$ cat src/rtl/syt_pkg.sv
// Shared types and constants for the sorted year table.
// Holds the command and result structs, the cell control struct and the codes.
// No dependencies.
package syt_pkg;

  localparam int DEPTH = 32;
  localparam int IDX_W = $clog2(DEPTH);
  localparam int CNT_W = $clog2(DEPTH + 1);

  localparam logic [1:0] ACT_INSERT = 2'd0;
  localparam logic [1:0] ACT_FIND   = 2'd1;
  localparam logic [1:0] ACT_RANGE  = 2'd2;
  localparam logic [1:0] ACT_READ   = 2'd3;

  localparam logic [1:0] ST_OK        = 2'd0;
  localparam logic [1:0] ST_NONE      = 2'd1;
  localparam logic [1:0] ST_FULL      = 2'd2;
  localparam logic [1:0] ST_BAD_INDEX = 2'd3;

  typedef struct packed {
    logic [1:0]         action;
    logic signed [15:0] item_year;
    logic signed [15:0] year_upper;
    logic [15:0]        item_payload;
    logic [4:0]         read_index;
  } cmd_t;

  typedef struct packed {
    logic [1:0]         status;
    logic [4:0]         found_index;
    logic signed [15:0] entry_year;
    logic [15:0]        entry_payload;
    logic [5:0]         entry_total;
    logic               last_of_run;
  } result_t;

  typedef struct packed {
    logic               shift;
    logic signed [15:0] key;
    logic [15:0]        payload;
    logic signed [15:0] upper;
    logic [CNT_W-1:0]   count;
  } cell_ctl_t;

endpackage

$ cat src/rtl/sorted_year_table.sv
// Sorted year table: a row of cells kept in ascending year order.
// Start is taken in S_IDLE or with the last result; results strobe in S_EMIT.
// Each command passes S_CMP, then S_EMIT; a range query stays in S_EMIT for
// each extra match, streamed from one priority pick over the flags.
// Reset: entry count cleared; cell contents stay undefined until written.
// The receiver cannot stall: each result is on the ports for one cycle.
module sorted_year_table
  import syt_pkg::*;
(
  input  logic    clk,
  input  logic    rst,
  input  logic    start,
  output logic    busy,
  input  cmd_t    cmd,
  output logic    strobe,
  output result_t result
);

  localparam logic [1:0] S_IDLE = 2'd0;
  localparam logic [1:0] S_CMP  = 2'd1;
  localparam logic [1:0] S_EMIT = 2'd2;

  logic [1:0]       state;
  logic [1:0]       state_next;
  cmd_t             cmd_q;
  logic [DEPTH-1:0] flags;
  logic [DEPTH-1:0] flags_next;
  logic [CNT_W-1:0] count;

  cell_ctl_t          ctl;
  logic signed [15:0] cell_year [DEPTH];
  logic [15:0]        cell_payload [DEPTH];
  logic [DEPTH-1:0]   valid_vec;
  logic [DEPTH-1:0]   after_vec;
  logic [DEPTH-1:0]   eq_vec;
  logic [DEPTH-1:0]   range_vec;
  logic [DEPTH-1:0]   read_vec;

  logic [IDX_W-1:0] pick_idx;
  logic             pick_any;
  logic [DEPTH-1:0] pick_rest;
  logic             full;
  logic             last;
  logic             accept;

  assign full = (count == CNT_W'(DEPTH));

  assign ctl.shift   = (state == S_CMP) && (cmd_q.action == ACT_INSERT) && !full;
  assign ctl.key     = cmd_q.item_year;
  assign ctl.payload = cmd_q.item_payload;
  assign ctl.upper   = cmd_q.year_upper;
  assign ctl.count   = count;

  for (genvar i = 0; i < DEPTH; i++) begin : g_cell
    logic               l_after;
    logic signed [15:0] l_year;
    logic [15:0]        l_payload;
    if (i == 0) begin : g_head
      assign l_after   = 1'b0;
      assign l_year    = '0;
      assign l_payload = '0;
    end else begin : g_body
      assign l_after   = after_vec[i-1];
      assign l_year    = cell_year[i-1];
      assign l_payload = cell_payload[i-1];
    end
    syt_cell u_cell (
      .clk          (clk),
      .ctl          (ctl),
      .idx          (IDX_W'(i)),
      .left_after   (l_after),
      .left_year    (l_year),
      .left_payload (l_payload),
      .year         (cell_year[i]),
      .payload      (cell_payload[i]),
      .valid        (valid_vec[i]),
      .after        (after_vec[i]),
      .eq           (eq_vec[i]),
      .in_range     (range_vec[i])
    );
  end

  always_comb begin
    for (int i = 0; i < DEPTH; i++) begin
      read_vec[i] = valid_vec[i] && ({1'b0, cmd_q.read_index} == (IDX_W + 1)'(i));
    end
  end

  syt_pick u_pick (
    .flags (flags),
    .idx   (pick_idx),
    .any   (pick_any),
    .rest  (pick_rest)
  );

  assign last   = (cmd_q.action != ACT_RANGE) || !pick_any || (pick_rest == '0);
  assign busy   = (state == S_CMP) || ((state == S_EMIT) && !last);
  assign accept = start && !busy;
  assign strobe = (state == S_EMIT);

  always_comb begin
    result.entry_total = 6'(count);
    result.last_of_run = last;
    result.status        = ST_OK;
    result.found_index   = 5'(pick_idx);
    result.entry_year    = cell_year[pick_idx];
    result.entry_payload = cell_payload[pick_idx];
    case (cmd_q.action)
      ACT_INSERT: begin
        result.entry_year    = cmd_q.item_year;
        result.entry_payload = cmd_q.item_payload;
        if (!pick_any) begin
          result.status        = ST_FULL;
          result.found_index   = '0;
          result.entry_year    = '0;
          result.entry_payload = '0;
        end
      end
      ACT_READ: begin
        if (!pick_any) begin
          result.status        = ST_BAD_INDEX;
          result.found_index   = cmd_q.read_index;
          result.entry_year    = '0;
          result.entry_payload = '0;
        end
      end
      default: begin
        if (!pick_any) begin
          result.status        = ST_NONE;
          result.found_index   = '0;
          result.entry_year    = '0;
          result.entry_payload = '0;
        end
      end
    endcase
  end

  always_comb begin
    state_next = state;
    flags_next = flags;
    case (state)
      S_IDLE: begin
        if (start) state_next = S_CMP;
      end
      S_CMP: begin
        state_next = S_EMIT;
        case (cmd_q.action)
          ACT_INSERT: flags_next = full ? '0 : after_vec;
          ACT_FIND:   flags_next = eq_vec;
          ACT_RANGE:  flags_next = range_vec;
          default:    flags_next = read_vec;
        endcase
      end
      S_EMIT: begin
        flags_next = pick_rest;
        if (last) state_next = start ? S_CMP : S_IDLE;
      end
      default: state_next = S_IDLE;
    endcase
  end

  always_ff @(posedge clk) begin
    if (rst) begin
      state <= S_IDLE;
      count <= '0;
    end else begin
      state <= state_next;
      if (ctl.shift) count <= count + 1'b1;
    end
  end

  always_ff @(posedge clk) begin
    flags <= flags_next;
    if (accept) cmd_q <= cmd;
  end

`ifndef SYNTHESIS
  a_count_bound: assert property (@(posedge clk) disable iff (rst)
    count <= CNT_W'(DEPTH))
    else $error("entry count above capacity");

  a_insert_count: assert property (@(posedge clk) disable iff (rst)
    ctl.shift |=> count == $past(count) + 1'b1)
    else $error("insert did not advance entry count");

  a_last_frees: assert property (@(posedge clk) disable iff (rst)
    strobe && result.last_of_run |-> !busy)
    else $error("busy held after final transfer");

  a_single_result: assert property (@(posedge clk) disable iff (rst)
    strobe && cmd_q.action != ACT_RANGE |-> result.last_of_run)
    else $error("single-result command not marked last");
`endif

endmodule

$ cat src/rtl/syt_cell.sv
// One table position: holds a year and a payload, compares the year to the command.
// Takes its neighbor's entry, or the new entry, on a shifting insert. Depends on syt_pkg.
module syt_cell
  import syt_pkg::*;
(
  input  logic               clk,
  input  cell_ctl_t          ctl,
  input  logic [IDX_W-1:0]   idx,
  input  logic               left_after,
  input  logic signed [15:0] left_year,
  input  logic [15:0]        left_payload,
  output logic signed [15:0] year,
  output logic [15:0]        payload,
  output logic               valid,
  output logic               after,
  output logic               eq,
  output logic               in_range
);

  assign valid    = {1'b0, idx} < ctl.count;
  assign after    = !valid || (year > ctl.key);
  assign eq       = valid && (year == ctl.key);
  assign in_range = valid && (year >= ctl.key) && (year <= ctl.upper);

  always_ff @(posedge clk) begin
    if (ctl.shift) begin
      if (left_after) begin
        year    <= left_year;
        payload <= left_payload;
      end else if (after) begin
        year    <= ctl.key;
        payload <= ctl.payload;
      end
    end
  end

endmodule

$ cat src/rtl/syt_pick.sv
// Priority pick over the flag vector: lowest set position and the flags left.
// Depends on syt_pkg.
module syt_pick
  import syt_pkg::*;
(
  input  logic [DEPTH-1:0] flags,
  output logic [IDX_W-1:0] idx,
  output logic             any,
  output logic [DEPTH-1:0] rest
);

  always_comb begin
    idx = '0;
    for (int i = DEPTH - 1; i >= 0; i--) begin
      if (flags[i]) idx = IDX_W'(i);
    end
  end

  assign any  = |flags;
  assign rest = flags & ~({{(DEPTH - 1){1'b0}}, 1'b1} << idx);

endmodule

$ cat config.mk
export PLATFORM = sky130hd
export DESIGN_NAME = sorted_year_table
export DESIGN_NICKNAME = d
export VERILOG_FILES = /design/src/rtl/syt_pkg.sv /design/src/rtl/sorted_year_table.sv /design/src/rtl/syt_cell.sv /design/src/rtl/syt_pick.sv
export SDC_FILE = /design/constraint.sdc
export NUM_CORES = 2
export LEC_CHECK = 0
export ABC_CLOCK_PERIOD_IN_PS = 16250
export BUFFER_PORTS_ARGS = -buffer_cell sky130_fd_sc_hd__buf_2
export CAP_MARGIN = 5
export CORE_MARGIN = 2
export CORE_UTILIZATION = 55
export CTS_CLUSTER_SIZE = 28
export DETAILED_ROUTE_END_ITERATION = 7
export MAX_ROUTING_LAYER = met4
export PLACE_DENSITY = 0.78
export SLEW_MARGIN = 40
export SYNTH_ARGS = -nofsm -noshare
export SYNTH_HDL_FRONTEND = slang
export SYNTH_SLANG_ARGS = --single-unit
$ cat constraint.sdc
create_clock -name clk -period 16.25 [get_ports clk]
set_clock_uncertainty 0.15 [all_clocks]
set_input_delay 1.625 -clock clk [delete_from_list [all_inputs] [get_ports clk]]
set_output_delay 1.625 -clock clk [all_outputs]
set_load 0.02 [all_outputs]
Word-level counts from Yosys, hierarchy flattened
Cells that the tools add are included.
{"block": "totals", "ff_bits": 1119, "output_inout_bits": 48, "wordCells": 724}
{"block": "classes", "add_sub_neg": 1, "order_cmp": 129, "n_eq_ne": 72, "n_shift": 1, "n_mux": 173, "n_bitwise": 3, "n_reduce_logical": 273}
{"cell": "$mux W16", "count": 128}
{"cell": "$eq A16 B16 Y1", "count": 32}
{"cell": "$ge A16 B16 Y1", "count": 32}
{"cell": "$gt A16 B16 Y1", "count": 32}
{"cell": "$le A16 B16 Y1", "count": 32}
{"cell": "$bmux W16 S5", "count": 2}
{"cell": "$mux W5", "count": 32}
{"cell": "$logic_and A1 B1 Y1", "count": 132}
{"cell": "$lt A5 B6 Y1 const A", "count": 16}
{"cell": "$pmux W32 S3", "count": 1}
{"cell": "$eq A5 B5 Y1 const B", "count": 16}
{"cell": "$mux W39", "count": 2}
{"cell": "$pmux W39 S2", "count": 1}
{"cell": "$reduce_and A2 Y1", "count": 33}
{"cell": "$pmux W32 S2", "count": 1}
{"cell": "$reduce_bool A2 Y1", "count": 32}
{"cell": "$lt A4 B6 Y1 const A", "count": 8}
{"cell": "$eq A5 B4 Y1 const B", "count": 8}
{"cell": "$mux W38", "count": 1}
{"cell": "$logic_not A1 Y1", "count": 36}
{"cell": "$logic_or A1 B1 Y1", "count": 35}
{"cell": "$and A32 B32 Y32", "count": 1}
{"cell": "$logic_not A32 Y1", "count": 1}
{"cell": "$mux W32", "count": 1}
{"cell": "22 further kinds", "count": 37}

Longest topological paths before layout
{"block": "depth", "word_depth": 42, "depth_mapped": 16}

Cells and area by module
From an unflattened synthesis, not the netlist that was laid out.
{"block": "hier_totals", "cells_unflattened": 8481, "hier_area_um2": 88138.3}
{"module": "syt_cell at g_cell[0].u_cell ...", "n_inst": 21, "cells_each": 226, "area_per_inst_um2": 2338.5, "seq_area_each_um2": 960.9}
{"module": "syt_cell at g_cell[2].u_cell ...", "n_inst": 10, "cells_each": 220, "area_per_inst_um2": 2294.7, "seq_area_each_um2": 960.9}
{"module": "sorted_year_table", "n_inst": 1, "cells_each": 1179, "area_per_inst_um2": 12966.2, "seq_area_each_um2": 2772.7}
{"module": "syt_cell at g_cell[29].u_cell", "n_inst": 1, "cells_each": 226, "area_per_inst_um2": 2312.2, "seq_area_each_um2": 960.9}
{"module": "syt_pick", "n_inst": 1, "cells_each": 130, "area_per_inst_um2": 804.5, "seq_area_each_um2": 0.0}

Least setup slack after synthesis
OpenSTA, ideal clock, no wires.
{"block": "synth_timing", "path_type": "register -> register", "startpoint": "register cmd_q[38] in the netlist's numbering", "endpoint": "register g_cell[21].u_cell.payload[0] (enable)", "setup_time_ns": 0.432, "arrival_time_ns": 5.428, "required_ns": 15.668, "path_slack_ns": 10.241, "stages_incl_launch_ff": 16, "synth_period_minus_slack_ns": 6.009, "path_cell_list": "edfxtp_1 > inv_1 > clkbuf_1 > ha_1 > nor2b_1 > o21a_1 > o21a_1 > o21ai_0 > a21oi_1 > o211a_1 > a211oi_1 > mux2i_1 > o21ai_0 > clkbuf_1 > inv_1 > a21oi_1"}
{"block": "synth_between", "elab_chain_cells": 4}
{"item": "from (decl)", "line_no": "sorted_year_table.sv:25", "text": "cmd_t cmd_q;"}
{"item": "from (signal assigned)", "line_no": "sorted_year_table.sv:174", "text": "if (accept) cmd_q <= cmd;"}
{"item": "$gt A16 B16 Y1", "line_no": "syt_cell.sv:21", "text": "assign after = !valid || (year > ctl.key);"}
{"item": "$logic_or A1 B1 Y1", "line_no": "syt_cell.sv:21"}
{"item": "$reduce_bool A2 Y1 (no source line) (*)"}
{"item": "$reduce_and A2 Y1 (no source line) (*)"}
{"item": "to (signal assigned)", "line_no": "syt_cell.sv:29", "text": "payload <= left_payload;"}
{"item": "to (signal assigned)", "line_no": "syt_cell.sv:32", "text": "payload <= ctl.payload;"}
{"item": "to (decl)", "line_no": "syt_cell.sv:13", "text": "output logic [15:0] payload,"}
Every way passes the cells marked *; elsewhere a longest branch is shown, timed or not.
A chain may end at the register's enable or synchronous reset.

==> results.json <==
{
  "tns_ns": 0,
  "yosysTopAreaCellShare": 0.410,
  "fin_crit_ns": 8.37,
  "layout_commonest_cell": "edfxtp_1",
  "crit_required_ns": 14.48,
  "critPathMaxFanout": 85,
  "crit_chain": "or4_1, nor2b_1, o21ai_0, nand2_4, buf_4, buf_6, nand2_1, and3_1, a311oi_1, a311oi_1, a21oi_1, o22ai_1, o21ai_0, buf_2",
  "dp.cells": 9370,
  "cp.arrival_ns": 6.60,
  "design_area_sq_um": 89400,
  "die_w_microns": 389,
  "holdBufCountCts": 0,
  "layout.nets": 8668,
  "status": "finished, violations left",
  "period_share": 0.515,
  "wire_per_inst_microns": 37.4,
  "antenna_found_initial": 45,
  "grt_pass1_vias": 68400,
  "clock_sinks": 1119,
  "worstHoldPathType": "register to register",
  "yosys.area.top_type": "edfxtp_1",
  "synth_fp_nets": 8683,
  "drv_cap": 0,
  "cts_tree": "done",
  "netSwitchingFraction": 0.339,
  "overflow": 0,
  "syn_area_per_cell_sq_um": 10.7,
  "ant_nets": 0,
  "design.die.area_sq_um": 151000,
  "clk_latency_ns": 0.81,
  "ctsHtreeMaxLevel": 4,
  "dr_total_vias": 71800,
  "grt_max_degree": 121,
  "cts_made_buffers": 132,
  "gp_congestion": 1.14,
  "whs_ns": 0.379,
  "setup_viol": 0,
  "ys_warn_count": 0,
  "cts-resized-gates": 0,
  "layout_common_cells": "edfxtp_1 (1111), nand2_1 (1047), ha_1 (1033), mux2_2 (824), o21ai_0 (463)",
  "port_buffers": 105,
  "dpl.hpwl_microns": 248000,
  "power.density_nw_per_um2": 93.6,
  "final_cells": 9660,
  "p_sw_w": 0.00283,
  "ys.flop_type": "edfxtp_1",
  "area_growth_pct": 9.85,
  "synth.area.top_cells": "edfxtp_1 (41%), ha_1 (16%), mux2_2 (11%), nand2_1 (4.8%), o21ai_0 (2.9%)",
  "drt-initial-drc-count": 13100,
  "postCtsSetupBuffers": 0,
  "ys_ff_latch": 1119,
  "core-area_sq_um": 147000,
  "critical_path_class": "register to primary output",
  "synth_cell_type_count": 88,
  "synth-edff-count": 1111,
  "p_leak_nw": 35.1,
  "start_util": 0.552,
  "cts_max_path_buffers": 3,
  "p_int_w": 0.00553,
  "violations": "design-rule violations",
  "ys_seq_area_frac": 0.412,
  "ir_drop_mv": 0.109,
  "row_count": 141,
  "rsz0062_at_grt": "false",
  "pwr-share-clk": 0.366,
  "netlist_instances": 7591,
  "dr.pass1.iters": 8,
  "hold_viol": 0,
  "syn_area_sq_um": 81400,
  "cp_slowest_cell": "buf_4",
  "wirelength_microns": 361000,
  "cts-root-buf": "clkbuf_16",
  "track_usage": 0.481,
  "synthArstFlopShare": 0,
  "endpoint_kind": "primary output",
  "cts.clk_slew.worst_paths_ns": 0.06,
  "fmaxAchievable_ghz": 0.119,
  "drc": 1,
  "cp-start-kind": "register",
  "viasPerCell": 7.44,
  "power_frac_seq": 0.407,
  "placed_cell_area_sq_um": 84800,
  "slowest_delay_ns": 0.66,
  "p_comb_frac": 0.227,
  "grt_pass1_wl_microns": 502000,
  "drive_above_1_share": 0.198,
  "relSlewSlack": 0.337,
  "die_y_microns": 389,
  "num_io_pins": 106,
  "tightest_slew_ns": 0.985,
  "slew_violations": 0
}
## area by class of cell
type                    count  area [sq um]
well taps                1930          2410
clock buffers             160          3430
multi-input cells        5883         46400
repair buffers            308          2140
diodes                     50           125
flip-flops and latches   1119         33500
inverters                 132           497
clock inverters            78           922
fillers                 11700         57900
## cells by family after synthesis
| group | synth area share |
|---|---|
| simple gates | 0.127 |
| mux | 0.144 |
| flops | 0.412 |
| compound gates | 0.129 |
| xor+xnor | 0.000646 |
| fa+ha+maj | 0.159 |
| buf+inv | 0.0286 |
## per-layer routing
metal / vias to the layer above / GRT usage / routed length [microns]
met1: 34500 / 0.591 / 125000
li1: 29200 / - / -
met3: 1678 / 0.183 / 60200
met5: - / - / 0
met2: 6556 / 0.647 / 144000
met4: 0 / 0.333 / 31500
## registers in the layout (all words and copies together) (netlist names)
name,count
cmd_q,55
count,6
flags,32
g_cell.u_cell.payload,512
g_cell.u_cell.year,512
state,2
## critical path: cells and delay by family (launching register included)
| family | cells | cell delay [ns] |
|---|---|---|
| DFF | 1 | 0.46 |
| AOI/OAI and AO/OA | 6 | 1.79 |
| buffers and inverters | 3 | 1.57 |
| and+or+nand+nor | 5 | 1.82 |
## final timing paths
| path | slack [ns] | startpoint | depth (start not counted) | end |
|---|---|---|---|---|
| setup / recovery | 7.88 | flags[25] | 14 | result[19] |
| hold / removal | 0.38 | state[1] | 2 | state[1] |
| setup reg to reg | 9.54 | cmd_q[38] | 17 | g_cell[10].u_cell.year[6] |
| hold reg to reg | 0.38 | state[1] | 2 | state[1] |
## cell usage after synthesis (all sizes together) (61+ instances only)
cell	count
edfxtp	1111
a31oi	61
nand4	188
a21oi	348
ha	1034
inv	131
nand3	231
nor2b	147
a21o	150
nand2b	91
o21a	143
nand2	1051
mux2	824
clkbuf	350
a311oi	133
o21ai	479
buf	107
nor2	230
nor3	61
mux2i	145
## stage by stage
stage                     setup WS [ns]  total power, W  utilization
after floorplan                   10.24         0.00445            -
after global placement             8.77         0.00517        0.575
after detailed placement           8.98         0.00522        0.576
after CTS                          8.12         0.00821        0.606
after global routing               7.80         0.00850        0.607
final                              7.88         0.00837        0.607
## power by group through the flow
| stage | clock [W] | combinational [W] | sequential, W |
|---|---|---|---|
| 6_report | 0.00306 | 0.00190 | 0.00341 |
| 5_1_grt | 0.00314 | 0.00195 | 0.00341 |
| 4_1_cts | 0.00304 | 0.00177 | 0.00340 |
| 3_5_place_dp | 0 | 0.00176 | 0.00346 |
| 3_3_place_gp | 0 | 0.00172 | 0.00345 |
| 2_1_floorplan | 0 | 0.00105 | 0.00340 |
Note: power is estimated with default switching activity, not from simulation.
